==> config.mk <==
export PLATFORM = sky130hd
export DESIGN_NAME = ccm_sqrt_cell
export DESIGN_NICKNAME = d
export VERILOG_FILES = /design/src/rtl/ccm_pkg.sv /design/src/rtl/ccm_sqrt_cell.sv
export SDC_FILE = /design/constraint.sdc
export NUM_CORES = 1
export LEC_CHECK = 0
export CELL_PAD_IN_SITES_DETAIL_PLACEMENT = 0
export CELL_PAD_IN_SITES_GLOBAL_PLACEMENT = 2
export CORE_AREA = 2 2 198 200
export DETAILED_ROUTE_END_ITERATION = 10
export DIE_AREA = 0 0 200 202
export DONT_BUFFER_PORTS = 1
export PLACE_DENSITY = 0.67
export SETUP_SLACK_MARGIN = 0.15
export SLEW_MARGIN = 20
export SYNTH_ARGS = -nofsm -noshare
export SYNTH_HDL_FRONTEND = slang
export SYNTH_SLANG_ARGS = --single-unit
==> constraint.sdc <==
create_clock -name i_clk -period 3.7 [get_ports i_clk]
set_input_delay 0.74 -clock i_clk [delete_from_list [all_inputs] [get_ports i_clk]]
set_output_delay 0.74 -clock i_clk [all_outputs]
set_load 0.05 [all_outputs]
==> src/rtl/ccm_pkg.sv <==
// ----------------------------------------------------------------------------
// ccm_pkg
// Shared types, constants and helpers of the circle-circle manifold unit.
// ----------------------------------------------------------------------------
`timescale 1ns / 1ps
`default_nettype none

package ccm_pkg;

    localparam int DEF_FRACTION_BITS = 16;
    localparam int CW                = 32;
    localparam int RW                = 30;
    localparam int PW                = 31;
    localparam int NW                = 18;
    localparam int SQ_STEPS          = 32;
    localparam int RAD_W             = 64;
    localparam int REM_W             = 34;

    typedef struct packed {
        logic        hit;
        logic        sx;
        logic        sy;
        logic [30:0] ax;
        logic [30:0] ay;
        logic [30:0] rsum;
        logic [29:0] ra;
    } t_sq_side;

    typedef struct packed {
        logic        hit;
        logic        zero;
        logic        sx;
        logic        sy;
        logic [30:0] pen;
    } t_dv_side;

    function automatic logic [NW-1:0] f_norm_sat(input logic neg, input logic [31:0] mag);
        logic signed [33:0] v;
        v = neg ? -$signed({2'b00, mag}) : $signed({2'b00, mag});
        if (v > 34'sd131071) v = 34'sd131071;
        if (v < -34'sd131072) v = -34'sd131072;
        return v[NW-1:0];
    endfunction

endpackage

`default_nettype wire

==> src/rtl/ccm_sqrt_cell.sv <==
// ----------------------------------------------------------------------------
// ccm_sqrt_cell
// One restoring square root step: bring down two radicand bits, try, shift.
// ----------------------------------------------------------------------------
`timescale 1ns / 1ps
`default_nettype none

module ccm_sqrt_cell import ccm_pkg::*; (
    input  wire logic             i_clk,
    input  wire logic             i_rst_n,
    input  wire logic             i_en,
    input  wire logic             i_valid,
    input  wire logic [RAD_W-1:0] i_rad,
    input  wire logic [REM_W-1:0] i_rem,
    input  wire logic [31:0]      i_root,
    input  t_sq_side              i_side,
    output logic                  o_valid,
    output logic      [RAD_W-1:0] o_rad,
    output logic      [REM_W-1:0] o_rem,
    output logic      [31:0]      o_root,
    output t_sq_side              o_side
);

    logic [REM_W+1:0] n_t;
    logic [REM_W+1:0] n_trial;
    logic             n_ge;

    always_comb begin
        n_t     = {i_rem, i_rad[RAD_W-1 -: 2]};
        n_trial = {2'b00, i_root, 2'b01};
        n_ge    = n_t >= n_trial;
    end

    always_ff @(posedge i_clk) begin
        if (!i_rst_n) begin
            o_valid <= 1'b0;
        end else if (i_en) begin
            o_valid <= i_valid;
        end
    end

    always_ff @(posedge i_clk) begin
        if (i_en) begin
            o_rad  <= {i_rad[RAD_W-3:0], 2'b00};
            o_rem  <= n_ge ? REM_W'(n_t - n_trial) : REM_W'(n_t);
            o_root <= {i_root[30:0], n_ge};
            o_side <= i_side;
        end
    end

endmodule

`default_nettype wire

# Word level (Yosys, flattened, before mapping)
# Cells that the tools add are included.
[word_totals]
ff_bits = 255
inputBits = 260
output_inout_bits = 257
word_cells = 14
[classes]
addsub = 1
order_cmp = 1
mux = 1
[ops]
columns = ["cell", "count"]
rows = [
  ["36-bit by 34-bit greater-or-equal comparator with 1-bit output", 1],
  ["34-bit 2-to-1 mux", 1],
  ["34-bit subtractor", 1],
]

# Depth between registers and ports, before layout
[depth]
ltp_word = 2
mapped_depth = 13

# Worst setup path before layout
# OpenSTA, ideal clock, no wires.
[synth_path]
path_kind = "input port to flip-flop"
startpoint = "in i_root[27]"
endpoint = "reg o_rem[3], data pin"
setup_ns = 0.262
arrival_ns = 2.844
required_ns = 3.438
slack_ns = 0.594
path_stages = 10
n_path_buf = 1
cell_sequence = "inv_1 -> ha_1 -> a21o_1 -> a21o_1 -> a21o_1 -> a311o_1 -> a211oi_1 -> o21a_1 -> buf_4 -> mux2_1"
[synth_between]
elab_chain_len = 2
[synth_rtl]
columns = ["element", "line_no", "source"]
rows = [
  ["start, declared", "ccm_sqrt_cell.sv:15", "input wire logic [31:0] i_root,"],
  ["36-bit by 34-bit greater-or-equal comparator with 1-bit output", "ccm_sqrt_cell.sv:31", "n_ge = n_t >= n_trial;"],
  ["34-bit 2-to-1 mux", "ccm_sqrt_cell.sv:45", "o_rem <= n_ge ? REM_W'(n_t - n_trial) : REM_W'(n_t);"],
  ["end signal, assigned", "ccm_sqrt_cell.sv:45", ""],
  ["end, declared", "ccm_sqrt_cell.sv:19", "output logic [REM_W-1:0] o_rem,"],
]
# Every way passes these cells.
# A chain may end at the register's enable or synchronous reset.

# Worst setup path after layout
[layout_path]
startpoint = "in i_root[13]"
endpoint = "reg o_rem[33], data pin"
[layout_between]
elab_chain_len = 2
elab_cells_between_ends = 3
[layout_rtl]
columns = ["element", "line_no"]
rows = [
  ["34-bit subtractor or 36-bit by 34-bit greater-or-equal comparator with 1-bit output (tied branches)", "ccm_sqrt_cell.sv:45, ccm_sqrt_cell.sv:31"],
  ["34-bit 2-to-1 mux (*)", "ccm_sqrt_cell.sv:45"],
]
# Mark *: on every way between the ends. The rest lies on a longest branch, timed or not.

==> impl_metrics.yaml <==
worst_setup_path:
  r2r_end: "o_valid"
  worst-path-stages: 9
  cp.arrival_ps: 3110
  path_max_fanout: 6
  crit_start: "i_root[13]"
  endpoint: "o_rem[33]"
  startpoint_type: "input port"
  worst_path_largest_cell_delay_ps: 420
  ff2ff_path_depth: 2
  end_kind: "flop"
  path_cells: "inv_1 > ha_1 > and3_1 > nor2b_1 > o31ai_1 > nand4_1 > o21ai_1 > nor3_1 > o41ai_1"
  crit_family: "compound AO/OA/AOI/OAI gates"
  reg2reg_slack_ps: 2670
  r2r_start: "o_valid"
  critPathSlowestCell: "o21ai_1"
  critPathBufInv: 1
  critical_path_required_ps: 4030
  critical_path_class: "in -> reg"
synthesis:
  synth_commonest_cells: "254 x edfxtp_1, 48 x nand2_1, 41 x inv_1, 34 x ha_1, 31 x o21ai_1"
  syn_area_um2: 10040
  avgSynthCellArea_um2: 16.11
  synth.most_common_cell: "edfxtp_1"
  ys_ff_latch: 255
  syn_inst: 623
  synth_area_leader_cell: "edfxtp_1"
  yosys-top-cells-area: "edfxtp_1 76%, ha_1 4.2%, nand2_1 1.8%, a21o_1 1.6%, o21ai_1 1.5%"
  ys_seq_area_share_pct: 76.17
  ys.flop_type: "edfxtp_1"
  synth-edff-count: 254
  async_flop_share_pct: 0
  ys.warnings.count: 0
  synth_cell_types: 58
  synth_top_area_share_pct: 75.97
grt:
  grt_util_all_layers_pct: 17.20
  grt_max_degree: 256
  grt.overflow.total: 0
  grt_pass1_wl_um: 47730
  grt_pass1_vias: 5543
  antenna_found_initial: 20
clock_network:
  holdBufCountCts: 0
  root_buffer: "clkbuf_16"
  htreeDepth: 1
  cts_buffer_depth: 3
  cts.sinks: 255
  post_cts_buffers: 0
  cts_buffers: 30
  cts_tree: "built"
  cts.clk_slew.worst_paths_ps: 60
  clk-insertion-delay-late_ps: 550
  ctsResizeCount: 0
detailed_routing:
  wl_per_cell_um: 30.64
  drc_errors: 0
  ant_nets: 0
  vias: 5626
  drtIter0Drc: 335
  dr.pass1.iters: 5
  drt_wl_total_um: 36800
  drt-vias-per-instance: 4.684
finish:
  drive_above_1_share_pct: 9.333
  regArea_um2: 7647
  fill_cells: 3785
  multi_input_area_um2: 2168
  syn2layout_area_growth_pct: 17.19
  final_cells: 1201
  final_nets: 945
run:
  drv_cap: 0
run_status:
  status: "completed"
timing:
  finClkSkew_ps: 0
  slew_headroom_pct: 53.84
  period_minus_slack_ps: 2781
  worst_pin_slew_ps: 693.8
  grt_setup_unrepaired: "no"
  hold_viol: 0
  setup_viol_count_final: 0
  setup_tns_ps: 0
  maxSlewViolCount: 0
  finalCritPeriodShare_pct: 75.15
  max_freq_mhz: 359.6
floorplan:
  die_h_um: 202
  die_x_um: 200
  initial_core_util_pct: 26.22
  num_rows: 72
  ios: 517
  core_area_um2: 38290
  die_area_um2: 40400
place:
  hpwl_um: 28210
  io_buffers: 0
  dp_cells: 1137
  gp_congestion: 0.8956
pwr:
  ir_drop_v: 0.0003580
  leakage_nw: 4.220
  power_density_nw_per_um2: 697.4
hold_path:
  hp-class: "in -> reg"
-- registers in the layout (all words and copies together), names as in the netlist --
register	cells
o_root	32
o_side	126
o_rad	62
o_valid	1
o_rem	34
-- metrics by stage --
step	total power (W)	utilization [%]	instance area [um2]	hold WS [ps]	worst slack [ps]
4_1_cts	0.008342	30.68	11750	227.8	926.6
5_1_grt	0.008496	30.70	11750	232.8	730.7
3_5_place_dp	0.005120	27.92	10690	812.9	351.0
2_1_floorplan	0.004881	-	10040	742.9	594.0
6_report	0.008205	30.73	11770	274.4	919.4
3_3_place_gp	0.005124	27.92	10690	811.3	270.4
-- worst min-delay path by stage --
stage	startpoint	endpoint	slack, ps	depth (start not counted)
3_5_place_dp	o_valid	o_valid	810	2
3_3_place_gp	o_valid	o_valid	810	2
5_1_grt	i_rad[9]	o_rad[11]	230	0
6_report	i_root[30]	o_root[31]	270	0
4_1_cts	i_root[30]	o_root[31]	230	0
2_1_floorplan	o_valid	o_valid	740	2
-- final cells by class --
type / instances / share of cell area [%]
sequential: 255 / 65.00
multi-input combinational: 313 / 18.43
clock buffer: 36 / 6.753
tap: 518 / 5.509
clock inverter: 20 / 2.223
inverter: 42 / 1.340
timing repair buffer: 9 / 0.5743
antenna: 8 / 0.1702
-- power by group --
group          switching [W]  leakage [nW]  internal, W
clock network        0.00121         0.494      0.00195
logic               0.000268          1.23     0.000190
registers            0.00108          2.49      0.00352
total                0.00255          4.22      0.00565
-- cell usage in the layout (no fill, tap or decap), types with 3 or more instances in the layout --
| master | netlist | final |
|---|---|---|
| a21o_1 | 21 | 21 |
| a21oi_1 | 26 | 26 |
| a31oi_1 | 5 | 5 |
| and2_1 | 6 | 6 |
| and3_1 | 9 | 9 |
| buf_4 | 3 | 9 |
| bufinv_16 | 0 | 6 |
| clkbuf_1 | 5 | 5 |
| clkbuf_16 | 0 | 31 |
| clkinv_1 | 0 | 7 |
| clkinvlp_4 | 0 | 5 |
| diode_2 | 0 | 8 |
| edfxtp_1 | 254 | 254 |
| ha_1 | 34 | 34 |
| inv_1 | 41 | 41 |
| mux2_1 | 3 | 3 |
| mux2i_1 | 4 | 4 |
| nand2_1 | 48 | 48 |
| nand2b_1 | 6 | 6 |
| nand3_1 | 4 | 4 |
| nand4_1 | 7 | 7 |
| nor2_1 | 14 | 14 |
| nor2b_1 | 3 | 3 |
| nor3_1 | 8 | 8 |
| o211ai_1 | 3 | 3 |
| o21ai_0 | 12 | 12 |
| o21ai_1 | 31 | 31 |
| o31ai_1 | 3 | 3 |
| o41ai_1 | 3 | 3 |
| xnor2_1 | 12 | 12 |
| xor2_1 | 16 | 16 |
-- cell families (layout without fill, tap and decap cells) --
group	count (synthesis)	count (layout)	synth area share, %
mux	7	7	0.7353
buf+inv	56	107	2.281
fa+ha+maj	34	34	4.237
simple gates	113	113	5.496
flops	255	255	76.17
compound gates	129	129	8.599
xor+xnor	28	28	2.443
other cells	1	10	0.03735
-- routing by layer --
| layer | track usage, % | vias up | share of wire [%] |
|---|---|---|---|
| met5 | 0 | - | 0.30 |
| met4 | 3.307 | 16 | 1.4 |
| met3 | 8.426 | 49 | 13 |
| met2 | 29.29 | 307 | 49 |
| met1 | 19.50 | 2832 | 36 |
| li1 | - | 2422 | - |
Note: power is estimated with default switching activity, not from simulation.
