[src/rtl/ccm_pkg.sv]
// ----------------------------------------------------------------------------
// ccm_pkg
// Shared types, constants and helpers of the circle-circle manifold unit.
// ----------------------------------------------------------------------------
`timescale 1ns / 1ps
`default_nettype none

package ccm_pkg;

    localparam int DEF_FRACTION_BITS = 16;
    localparam int CW                = 32;
    localparam int RW                = 30;
    localparam int PW                = 31;
    localparam int NW                = 18;
    localparam int SQ_STEPS          = 32;
    localparam int RAD_W             = 64;
    localparam int REM_W             = 34;

    typedef struct packed {
        logic        hit;
        logic        sx;
        logic        sy;
        logic [30:0] ax;
        logic [30:0] ay;
        logic [30:0] rsum;
        logic [29:0] ra;
    } t_sq_side;

    typedef struct packed {
        logic        hit;
        logic        zero;
        logic        sx;
        logic        sy;
        logic [30:0] pen;
    } t_dv_side;

    function automatic logic [NW-1:0] f_norm_sat(input logic neg, input logic [31:0] mag);
        logic signed [33:0] v;
        v = neg ? -$signed({2'b00, mag}) : $signed({2'b00, mag});
        if (v > 34'sd131071) v = 34'sd131071;
        if (v < -34'sd131072) v = -34'sd131072;
        return v[NW-1:0];
    endfunction

endpackage

`default_nettype wire

[src/rtl/ccm_div_cell.sv]
// ----------------------------------------------------------------------------
// ccm_div_cell
// One restoring division step for both normal components.
// ----------------------------------------------------------------------------
`timescale 1ns / 1ps
`default_nettype none

module ccm_div_cell import ccm_pkg::*; #(
    parameter int QW = DEF_FRACTION_BITS + 1
) (
    input  wire logic          i_clk,
    input  wire logic          i_rst_n,
    input  wire logic          i_en,
    input  wire logic          i_valid,
    input  wire logic [30:0]   i_d,
    input  wire logic [31:0]   i_rem_x,
    input  wire logic [31:0]   i_rem_y,
    input  wire logic [QW-1:0] i_q_x,
    input  wire logic [QW-1:0] i_q_y,
    input  t_dv_side           i_side,
    output logic               o_valid,
    output logic      [30:0]   o_d,
    output logic      [31:0]   o_rem_x,
    output logic      [31:0]   o_rem_y,
    output logic      [QW-1:0] o_q_x,
    output logic      [QW-1:0] o_q_y,
    output t_dv_side           o_side
);

    logic        n_gx, n_gy;
    logic [31:0] n_rx, n_ry;

    always_comb begin
        n_gx = i_rem_x >= {1'b0, i_d};
        n_gy = i_rem_y >= {1'b0, i_d};
        n_rx = n_gx ? i_rem_x - {1'b0, i_d} : i_rem_x;
        n_ry = n_gy ? i_rem_y - {1'b0, i_d} : i_rem_y;
    end

    always_ff @(posedge i_clk) begin
        if (!i_rst_n) begin
            o_valid <= 1'b0;
        end else if (i_en) begin
            o_valid <= i_valid;
        end
    end

    always_ff @(posedge i_clk) begin
        if (i_en) begin
            o_d     <= i_d;
            o_rem_x <= {n_rx[30:0], 1'b0};
            o_rem_y <= {n_ry[30:0], 1'b0};
            o_q_x   <= {i_q_x[QW-2:0], n_gx};
            o_q_y   <= {i_q_y[QW-2:0], n_gy};
            o_side  <= i_side;
        end
    end

endmodule

`default_nettype wire

[config.mk]
export PLATFORM = sky130hd
export DESIGN_NAME = ccm_div_cell
export DESIGN_NICKNAME = d
export VERILOG_FILES = /design/src/rtl/ccm_pkg.sv /design/src/rtl/ccm_div_cell.sv
export SDC_FILE = /design/constraint.sdc
export NUM_CORES = 1
export LEC_CHECK = 0
export BUFFER_PORTS_ARGS = -buffer_cell sky130_fd_sc_hd__buf_2
export CORE_MARGIN = 2
export CORE_UTILIZATION = 45
export CTS_BUF_LIST = sky130_fd_sc_hd__clkbuf_4 sky130_fd_sc_hd__clkbuf_8 sky130_fd_sc_hd__clkbuf_16
export DETAILED_ROUTE_END_ITERATION = 10
export PLACE_DENSITY = 0.77
export SLEW_MARGIN = 20
export SYNTH_ARGS = -nofsm -noshare
export SYNTH_HDL_FRONTEND = slang
export SYNTH_SLANG_ARGS = --single-unit
[constraint.sdc]
create_clock -name i_clk -period 3 [get_ports i_clk]
set_clock_uncertainty 0.2 [all_clocks]
set_input_delay 0.6 -clock i_clk [delete_from_list [all_inputs] [get_ports i_clk]]
set_output_delay 0.6 -clock i_clk [all_outputs]
set_load 0.02 [all_outputs]
======== After elaboration in Yosys (flattened, before gate mapping) ========
Cells that the tools add are included.
storage, ports and cells
  input bits .............................. 168
  flip-flop bits (word level) ............. 163
  memory bits (writable) .................. 0
  output and inout port bits .............. 165
  memory bits (read-only) ................. 0
  memories ................................ 0
  latch bits .............................. 0
  logic and storage cells ................. 17
operators by class
  muxes and demuxes ....................... 2
  div/mod/pow operators ................... 0
  shift operators ......................... 0
  reductions and logical operators ........ 0
  bitwise logic cells ..................... 0
  equality and inequality tests ........... 0
  magnitude comparators ................... 2
  multipliers ............................. 0
  $add $sub $neg .......................... 2
operator list
  operator                                                        count
  32-bit by 31-bit greater-or-equal comparator with 1-bit output  2
  31-bit 2-to-1 mux                                               2
  31-bit subtractor                                               2

======== Logic depth before layout (Yosys ltp) ========
Gate-level depths: netlist of the first run.
  depth after elaboration ................. 2
  mapped depth ............................ 13
  gate-level depth less buffers ........... 12

======== Worst setup path before layout of the first run ========
Ideal clock, no wire load.
  path type ............................... input-to-reg
  start ................................... input port i_rem_y[0]
  end ..................................... register o_rem_y[31] (data pin)
  arrival ................................. 2.685 ns
  setup time .............................. 0.260 ns
  data required time ...................... 2.540 ns
  cell stages on the path ................. 12
  setup slack ............................. -0.145 ns
  cell sequence ........................... inv_1 ha_1 fa_1 nor2b_1 o21ai_1 a21oi_1 o31ai_2 a211oi_1 o32ai_2 o31ai_1 xor2_1 mux2_2
between the ends
  word-level cells in the longest chain between the ends .. 2
ends and longest elaborated chain
  element                                                                                              RTL line                                RTL
  start, declared                                                                                      ccm_div_cell.sv:17                      input wire logic [31:0] i_rem_y,
  31-bit subtractor or 32-bit by 31-bit greater-or-equal comparator with 1-bit output (tied branches)  ccm_div_cell.sv:37, ccm_div_cell.sv:35
  31-bit 2-to-1 mux *                                                                                  ccm_div_cell.sv:37                      n_ry = n_gy ? i_rem_y - {1'b0, i_d} : i_rem_y;
  net n_ry[30]                                                                                         ccm_div_cell.sv:31                      logic [31:0] n_rx, n_ry;
  end signal, assigned                                                                                 ccm_div_cell.sv:52                      o_rem_y <= {n_ry[30:0], 1'b0};
  end, declared                                                                                        ccm_div_cell.sv:24                      output logic [31:0] o_rem_y,
The timed path passes the listed nets; every way through them passes the cells marked *.
A chain may end at the register's enable or synchronous reset.

======== Worst setup path after layout of the first run ========
  start ................................... input port i_rem_x[0]
  end ..................................... register o_rem_x[24] (data pin)
between the ends
  word-level cells in the longest chain between the ends .. 2
ends and longest elaborated chain
  element                                                         RTL line            RTL
  start, declared                                                 ccm_div_cell.sv:16  input wire logic [31:0] i_rem_x,
  32-bit by 31-bit greater-or-equal comparator with 1-bit output  ccm_div_cell.sv:34  n_gx = i_rem_x >= {1'b0, i_d};
  net n_gx                                                        ccm_div_cell.sv:30  logic n_gx, n_gy;
  31-bit 2-to-1 mux                                               ccm_div_cell.sv:36  n_rx = n_gx ? i_rem_x - {1'b0, i_d} : i_rem_x;
  net n_rx[23]                                                    ccm_div_cell.sv:31
  end signal, assigned                                            ccm_div_cell.sv:51  o_rem_x <= {n_rx[30:0], 1'b0};
  end, declared                                                   ccm_div_cell.sv:23  output logic [31:0] o_rem_x,
The timed path passes the listed nets, and every way through them passes these cells.

==> impl_metrics.tcl, run 1 <==
set metrics [dict create \
    ys_ff_latch 163 \
    clock_latency_ns 0.43 \
    yosysWarnings 0 \
    slew_violations 0 \
    clockBufferDepth 2 \
    status "completed" \
    p_leak_nw 6.04 \
    netlist_area_sq_mm 0.00903 \
    hold_violations 0 \
    dieHeight_um 146 \
    crit_slowest_cell "o31a_1" \
    vias_per_cell 5.15 \
    yosysTopAreaCell "edfxtp_1" \
    first_pass_iters 5 \
    setup_slack_ns 0.0730 \
    hpwlAfterDp_um 22800 \
    row_count 51 \
    grt-ovfl-total 0 \
    htreeDepth 4 \
    ant_nets 0 \
    synthTopCellsByCount "edfxtp_1 (162), a21oi_1 (77), nand2_1 (67), o21ai_0 (63), ha_1 (62)" \
    start_util_pct 46.1 \
    nets 1552 \
    yosys_most_used_dff "edfxtp_1" \
    required_ns 2.97 \
    drc 0 \
    yosysMostFrequentCell "edfxtp_1" \
    antenna_found_initial 2 \
    core_area_sq_mm 0.0196 \
    period_share_pct 97.6 \
    detail_route.wl_per_cell_um 17.9 \
    p_per_area_mw_per_mm2 544 \
    grt_pass1_wl_um 43100 \
    drive_gt1_share_pct 46.7 \
    pre_cts_ws_ns -0.501 \
    finalWirelength_um 28600 \
    ir_worst_vdd_mv 0.353 \
    cp_num_buf_inv 4 \
    crit_type "input pin to flop" \
    min_period_ns 2.93 \
    synth_cell_types 69 \
    clk_pin_slew_ns 0.07 \
    gp_congestion 0.984 \
    relSlewSlack_pct 61.6 \
    synth_seq_area_share_pct 54.1 \
    die_area_sq_mm 0.0212 \
    setup_violations 0 \
    root_buffer "clkbuf_16" \
    async_flop_share_pct 0 \
    hold_class "input pin to flop" \
    grtUsageTotal_pct 26.1 \
    nFillCells 1526 \
    grt_max_degree 48 \
    critPathCaptureType "flop" \
    grt_pass1_vias 8155 \
    syn_inst 804 \
    yosys-top-cells-area "edfxtp_1 (54%), ha_1 (8.6%), a21oi_1 (4.3%)" \
    cp_data_arrival_time_ns 2.90 \
    io-pin-count 333 \
    tightestPinTransition_ns 0.571 \
    tns_ns 0 \
    area_delta_synth_final_pct 47.4 \
    drt_iter0_drc 679 \
    crit_family "compound AO/OA/AOI/OAI gates" \
    rsz0062_at_grt "true" \
    num_vias 8238 \
    synth_edf_count 162 \
    max_stage_delay_ns 0.32 \
    cts_buffers 17 \
    stdcell_count 1600 \
    path_cells "buf_2, inv_2, ha_2, fa_2, nor2b_2, o31a_1, o221ai_2, nand3_1, a21o_1, a211oi_4, buf_4, inv_2, mux2_1" \
    start_kind "input pin" \
    die_w_um 146 \
    max_freq_mhz 342 \
    dpl.cell_count 1562 \
    cts.sinks 163 \
    synth_area_per_cell_sq_um 11.2 \
    synth_top_area_share_pct 53.8 \
    path_max_fanout 3 \
    drv_cap 0 \
    crit_top_cell "inv_2" \
    portBuffers 328 \
    cts_tree "built" \
]
-- per-layer routing --
layer	up-vias	wire length [um]	global-route usage, %	share of wire (%)
met4	0	887	9.75	3.1
met1	3882	11500	32.3	40
met2	293	14700	46.3	51
li1	4008	-	-	-
met5	-	0	0	0
met3	55	1470	4.01	5.1
-- where the power goes --
| part | total (W) | leakage [nW] | switching [W] | internal (W) |
|---|---|---|---|---|
| Combinational | 0.00215 | 4.16 | 0.00121 | 0.000943 |
| Sequential | 0.00287 | 1.59 | 0.0000615 | 0.00281 |
| Clock | 0.00222 | 0.286 | 0.000957 | 0.00126 |
-- worst paths after layout --
kind	start	end	slack (ns)	cells after the start
setup / recovery	i_rem_x[0]	o_rem_x[24]$_DFFE_PP_	0.07	13
hold / removal	i_side[17]	o_side[17]$_DFFE_PP_	0.14	1
setup reg to reg	o_valid$_SDFFE_PN0P_	o_valid$_SDFFE_PN0P_	2.19	2
hold reg to reg	o_valid$_SDFFE_PN0P_	o_valid$_SDFFE_PN0P_	0.35	2
-- placed cells by master (no fill, tap or decap), types with 4 or more instances in the layout --
master	netlist	layout
inv_1	51	46
nor2b_1	7	4
ha_1	62	49
nand3_1	12	12
and3_1	7	6
o21ai_1	8	11
xor2_1	22	22
a21oi_2	4	12
edfxtp_1	162	162
o21bai_1	6	6
ha_4	0	11
a21oi_1	77	69
clkbuf_16	0	18
nand4_1	16	16
nand2b_1	10	10
inv_6	0	6
buf_12	0	6
o21a_1	6	6
or2_2	4	4
nor3_1	7	7
a21o_1	20	20
inv_2	1	5
o21ai_0	63	59
buf_2	3	325
mux2_2	6	5
buf_4	3	186
xnor2_1	28	28
nand2_1	67	66
and2_1	5	5
a31oi_1	6	5
nor2_1	58	58
-- registers in the layout, indices dropped and copies added (netlist names) --
signal,flops
o_d,31
o_q_x,17
o_q_y,17
o_rem_x,31
o_rem_y,31
o_side,35
o_valid,1
-- stage by stage --
stage | hold slack, ns | power (W) | utilization, % | instance area (sq um)
global placement | 0.326 | 0.00494 | 63.8 | 12500
floorplan | 0.389 | 0.00405 | - | 9160
detailed placement | 0.309 | 0.00499 | 63.8 | 12500
global route | 0.125 | 0.00754 | 68.0 | 13300
CTS | 0.124 | 0.00721 | 66.9 | 13100
finish | 0.141 | 0.00724 | 68.0 | 13300
-- cells by family (layout without fill, tap and decap cells) --
group | Yosys count | in the layout | share of synthesized area, %
multiplexers | 13 | 13 | 1.66
buffers and inverters | 78 | 606 | 3.66
XOR/XNOR | 50 | 50 | 4.85
AO/OA/AOI/OAI | 228 | 228 | 15.7
other | 1 | 4 | 0.0415
flip-flops | 163 | 163 | 54.1
AND/OR/NAND/NOR | 207 | 207 | 11.0
adder cells (fa/ha/maj) | 64 | 64 | 9.03
-- cell type report --
cell class / count / area (sq um) / share of cell area (%)
Timing Repair Buffer: 522 / 3220 / 24.1
Multi-Input combinational cell: 564 / 4090 / 30.7
Inverter: 52 / 198 / 1.48
Antenna cell: 2 / 5.00 / 0.0376
Clock buffer: 18 / 433 / 3.25
Clock inverter: 14 / 163 / 1.22
Sequential cell: 163 / 4880 / 36.7
Tap cell: 265 / 332 / 2.49
-- timing repair --
item | CTS | global route
hold buffers | 0 | 0
gates cloned | 0 | 1
pin swaps | 1 | 25
resized for setup | 1 | 41
buffers inserted | 2 | 1
endpoints found under the setup margin | 3 | 30
Note: power is estimated with default switching activity, not from simulation.
==> run 2, diff against run 1 <==
--- a/config.mk
+++ b/config.mk
@@ -8,3 +8,4 @@
 export BUFFER_PORTS_ARGS = -buffer_cell sky130_fd_sc_hd__buf_2
-export CORE_MARGIN = 2
+export CORE_ASPECT_RATIO = 0.6
+export CORE_MARGIN = 3
 export CORE_UTILIZATION = 45
--- a/constraint.sdc
+++ b/constraint.sdc
@@ -4,2 +4,2 @@
 set_output_delay 0.6 -clock i_clk [all_outputs]
-set_load 0.02 [all_outputs]
+set_load 0.005 [all_outputs]
==> run 2 against run 1 <==
Global-route usage is 0.58 points lower. Final area up 0.54%. Hold slack got worse by 0.013 ns. Wire length rose by 4.3%. Fmax down 0.58%. Critical endpoint is now o_rem_x[30]$_DFFE_PP_. Sequential power barely moved. First-iteration DRC count is 21% higher. Combinational power down 11%. Sequential share of layout area shrank 0.20 points. Via count up 2.1%. Non-clock buffer count is 14 higher. Register-to-register slack improved by 0.02 ns.
==> impl_metrics.tcl, run 2 (synthesis gave the netlist of run 1 again) <==
set metrics [dict create \
    gp_congestion 0.924 \
    stdcell_count 1614 \
    critPathCaptureType "flop" \
    tns_ns 0 \
    path_max_fanout 6 \
    first_pass_iters 6 \
    r2r-start "o_valid$_SDFFE_PN0P_" \
    regMostFlops "o_side" \
    clock_latency_ns 0.44 \
    start_kind "input pin" \
    clk_pin_slew_ns 0.07 \
    cp_num_buf_inv 3 \
    crit_type "input pin to flop" \
    hold_violations 0 \
    cp_data_arrival_time_ns 2.93 \
    slew_violations 0 \
    whs_ns 0.128 \
    drc 0 \
    ant_nets 0 \
    p_leak_nw 6.11 \
    row_count 39 \
    largest_reg_flops 35 \
    relSlewSlack_pct 59.8 \
    period_share_pct 98.1 \
    htreeDepth 4 \
    vias_per_cell 5.21 \
    rr_worst_depth 2 \
    num_vias 8409 \
    finalWirelength_um 29800 \
    max_freq_mhz 340 \
    p_int_w 0.00497 \
    max_stage_delay_ns 0.39 \
    portBuffers 328 \
    tightestPinTransition_ns 0.596 \
    ir_worst_vdd_mv 0.394 \
    min_period_ns 2.94 \
    drv_cap 0 \
    p_per_area_mw_per_mm2 520 \
    die_area_sq_mm 0.0219 \
    swShare_pct 28.6 \
    endpoint "o_rem_x[30]$_DFFE_PP_" \
    cts_tree "built" \
    hpwlAfterDp_um 23700 \
    antenna_found_initial 1 \
    grtUsageTotal_pct 25.6 \
    final_common_cell "buf_2" \
    clkPwrFrac_pct 31.3 \
    status "completed" \
    grt_max_degree 60 \
    area_delta_synth_final_pct 48.2 \
    pwr-share-comb_pct 27.4 \
    utilization_pct 69.1 \
    drive_gt1_share_pct 47.1 \
    nets 1566 \
    crit_start "i_d[19]" \
    cp.depth 13 \
    setup_slack_ns 0.0558 \
    grt_pass1_vias 7888 \
    die_w_um 189 \
    io-pin-count 333 \
    rsz0062_at_grt "true" \
    grt-ovfl-total 0 \
    start_util_pct 46.6 \
    crit_family "compound AO/OA/AOI/OAI gates" \
    cts.sinks 163 \
    setup_violations 0 \
    p_seq_share_pct 41.3 \
    path_cells "buf_2, inv_1, ha_1, a21oi_2, o21ai_1, a221o_1, a31oi_2, nor2_1, a211oi_4, buf_6, nor3_1, mux2i_1, nand2_1" \
    dpl.cell_count 1569 \
    p_switching_w 0.00200 \
    grt_pass1_wl_um 42500 \
    detail_route.wl_per_cell_um 18.5 \
    core_area_sq_mm 0.0194 \
    hold_class "input pin to flop" \
    nFillCells 1462 \
    crit_slowest_cell "a211oi_4" \
    final_cell_mix "buf_2 (327), buf_4 (197), edfxtp_1 (162)" \
    required_ns 2.99 \
    drt_iter0_drc 824 \
    reg2reg_to "o_valid$_SDFFE_PN0P_" \
    pre_cts_ws_ns -0.454 \
    clockBufferDepth 2 \
    dieHeight_um 116 \
    root_buffer "clkbuf_16" \
    rrSetupSlack_ns 2.21 \
    cts_buffers 17 \
]
## run 2: cell types whose count changed in the layout (fill, tap and decap cells not counted), moves of 2 or more
cell	before	now
a21oi_1	69	72
a21oi_2	12	9
buf_2	325	327
buf_4	186	197
clkbuf_8	0	2
clkinv_4	0	3
ha_1	49	51
ha_4	11	8
inv_1	46	44
inv_2	5	7
inv_6	6	3
o21ai_0	59	56
o21ai_1	11	15
## run 2: layout make-up
type                       count  area [sq um]  share of cell area (%)
sequential                   163          4880                    36.5
multi-input combinational    564          4060                    30.3
timing repair buffer         536          3330                    24.9
clock buffer                  20           460                    3.44
tap                          266           333                    2.49
inverter                      52           198                    1.48
clock inverter                12           121                   0.906
antenna                        1          2.50                  0.0187
## run 2: per-stage QoR
step | cell area, sq um | power, W
final | 13400 | 0.00697
after global routing | 13400 | 0.00727
after CTS | 13100 | 0.00690
after detailed placement | 12500 | 0.00472
after global placement | 12500 | 0.00467
after floorplan | 9160 | 0.00376
## run 2: worst min path at each step
stage / from / to / slack (ns) / cells past startpoint
after global routing: i_side[26] / o_side[26]$_DFFE_PP_ / 0.12 / 1
after floorplan: o_valid$_SDFFE_PN0P_ / o_valid$_SDFFE_PN0P_ / 0.31 / 2
final: i_side[26] / o_side[26]$_DFFE_PP_ / 0.13 / 1
after CTS: i_side[1] / o_side[1]$_DFFE_PP_ / 0.12 / 1
after detailed placement: o_valid$_SDFFE_PN0P_ / o_valid$_SDFFE_PN0P_ / 0.31 / 2
after global placement: o_valid$_SDFFE_PN0P_ / o_valid$_SDFFE_PN0P_ / 0.29 / 2
## run 2: power by group through the flow
| stage | clock network, W | registers [W] | logic (W) |
|---|---|---|---|
| final | 0.00218 | 0.00288 | 0.00191 |
| after global routing | 0.00230 | 0.00290 | 0.00207 |
| after CTS | 0.00221 | 0.00288 | 0.00181 |
| after detailed placement | 0 | 0.00293 | 0.00180 |
| after global placement | 0 | 0.00292 | 0.00176 |
| after floorplan | 0 | 0.00296 | 0.000795 |
## run 2: timing repair
item | CTS | global route
setup endpoints to repair | 0 | 41
setup buffers | 0 | 10
resized for setup | 0 | 36
hold buffers | 0 | 0
## run 2: metal layers
| metal | part of all wire [%] | global-route usage (%) |
|---|---|---|
| met3 | 9.2 | 7.59 |
| met2 | 43 | 36.8 |
| met5 | 0 | 0 |
| met4 | 1.6 | 7.14 |
| met1 | 46 | 37.7 |
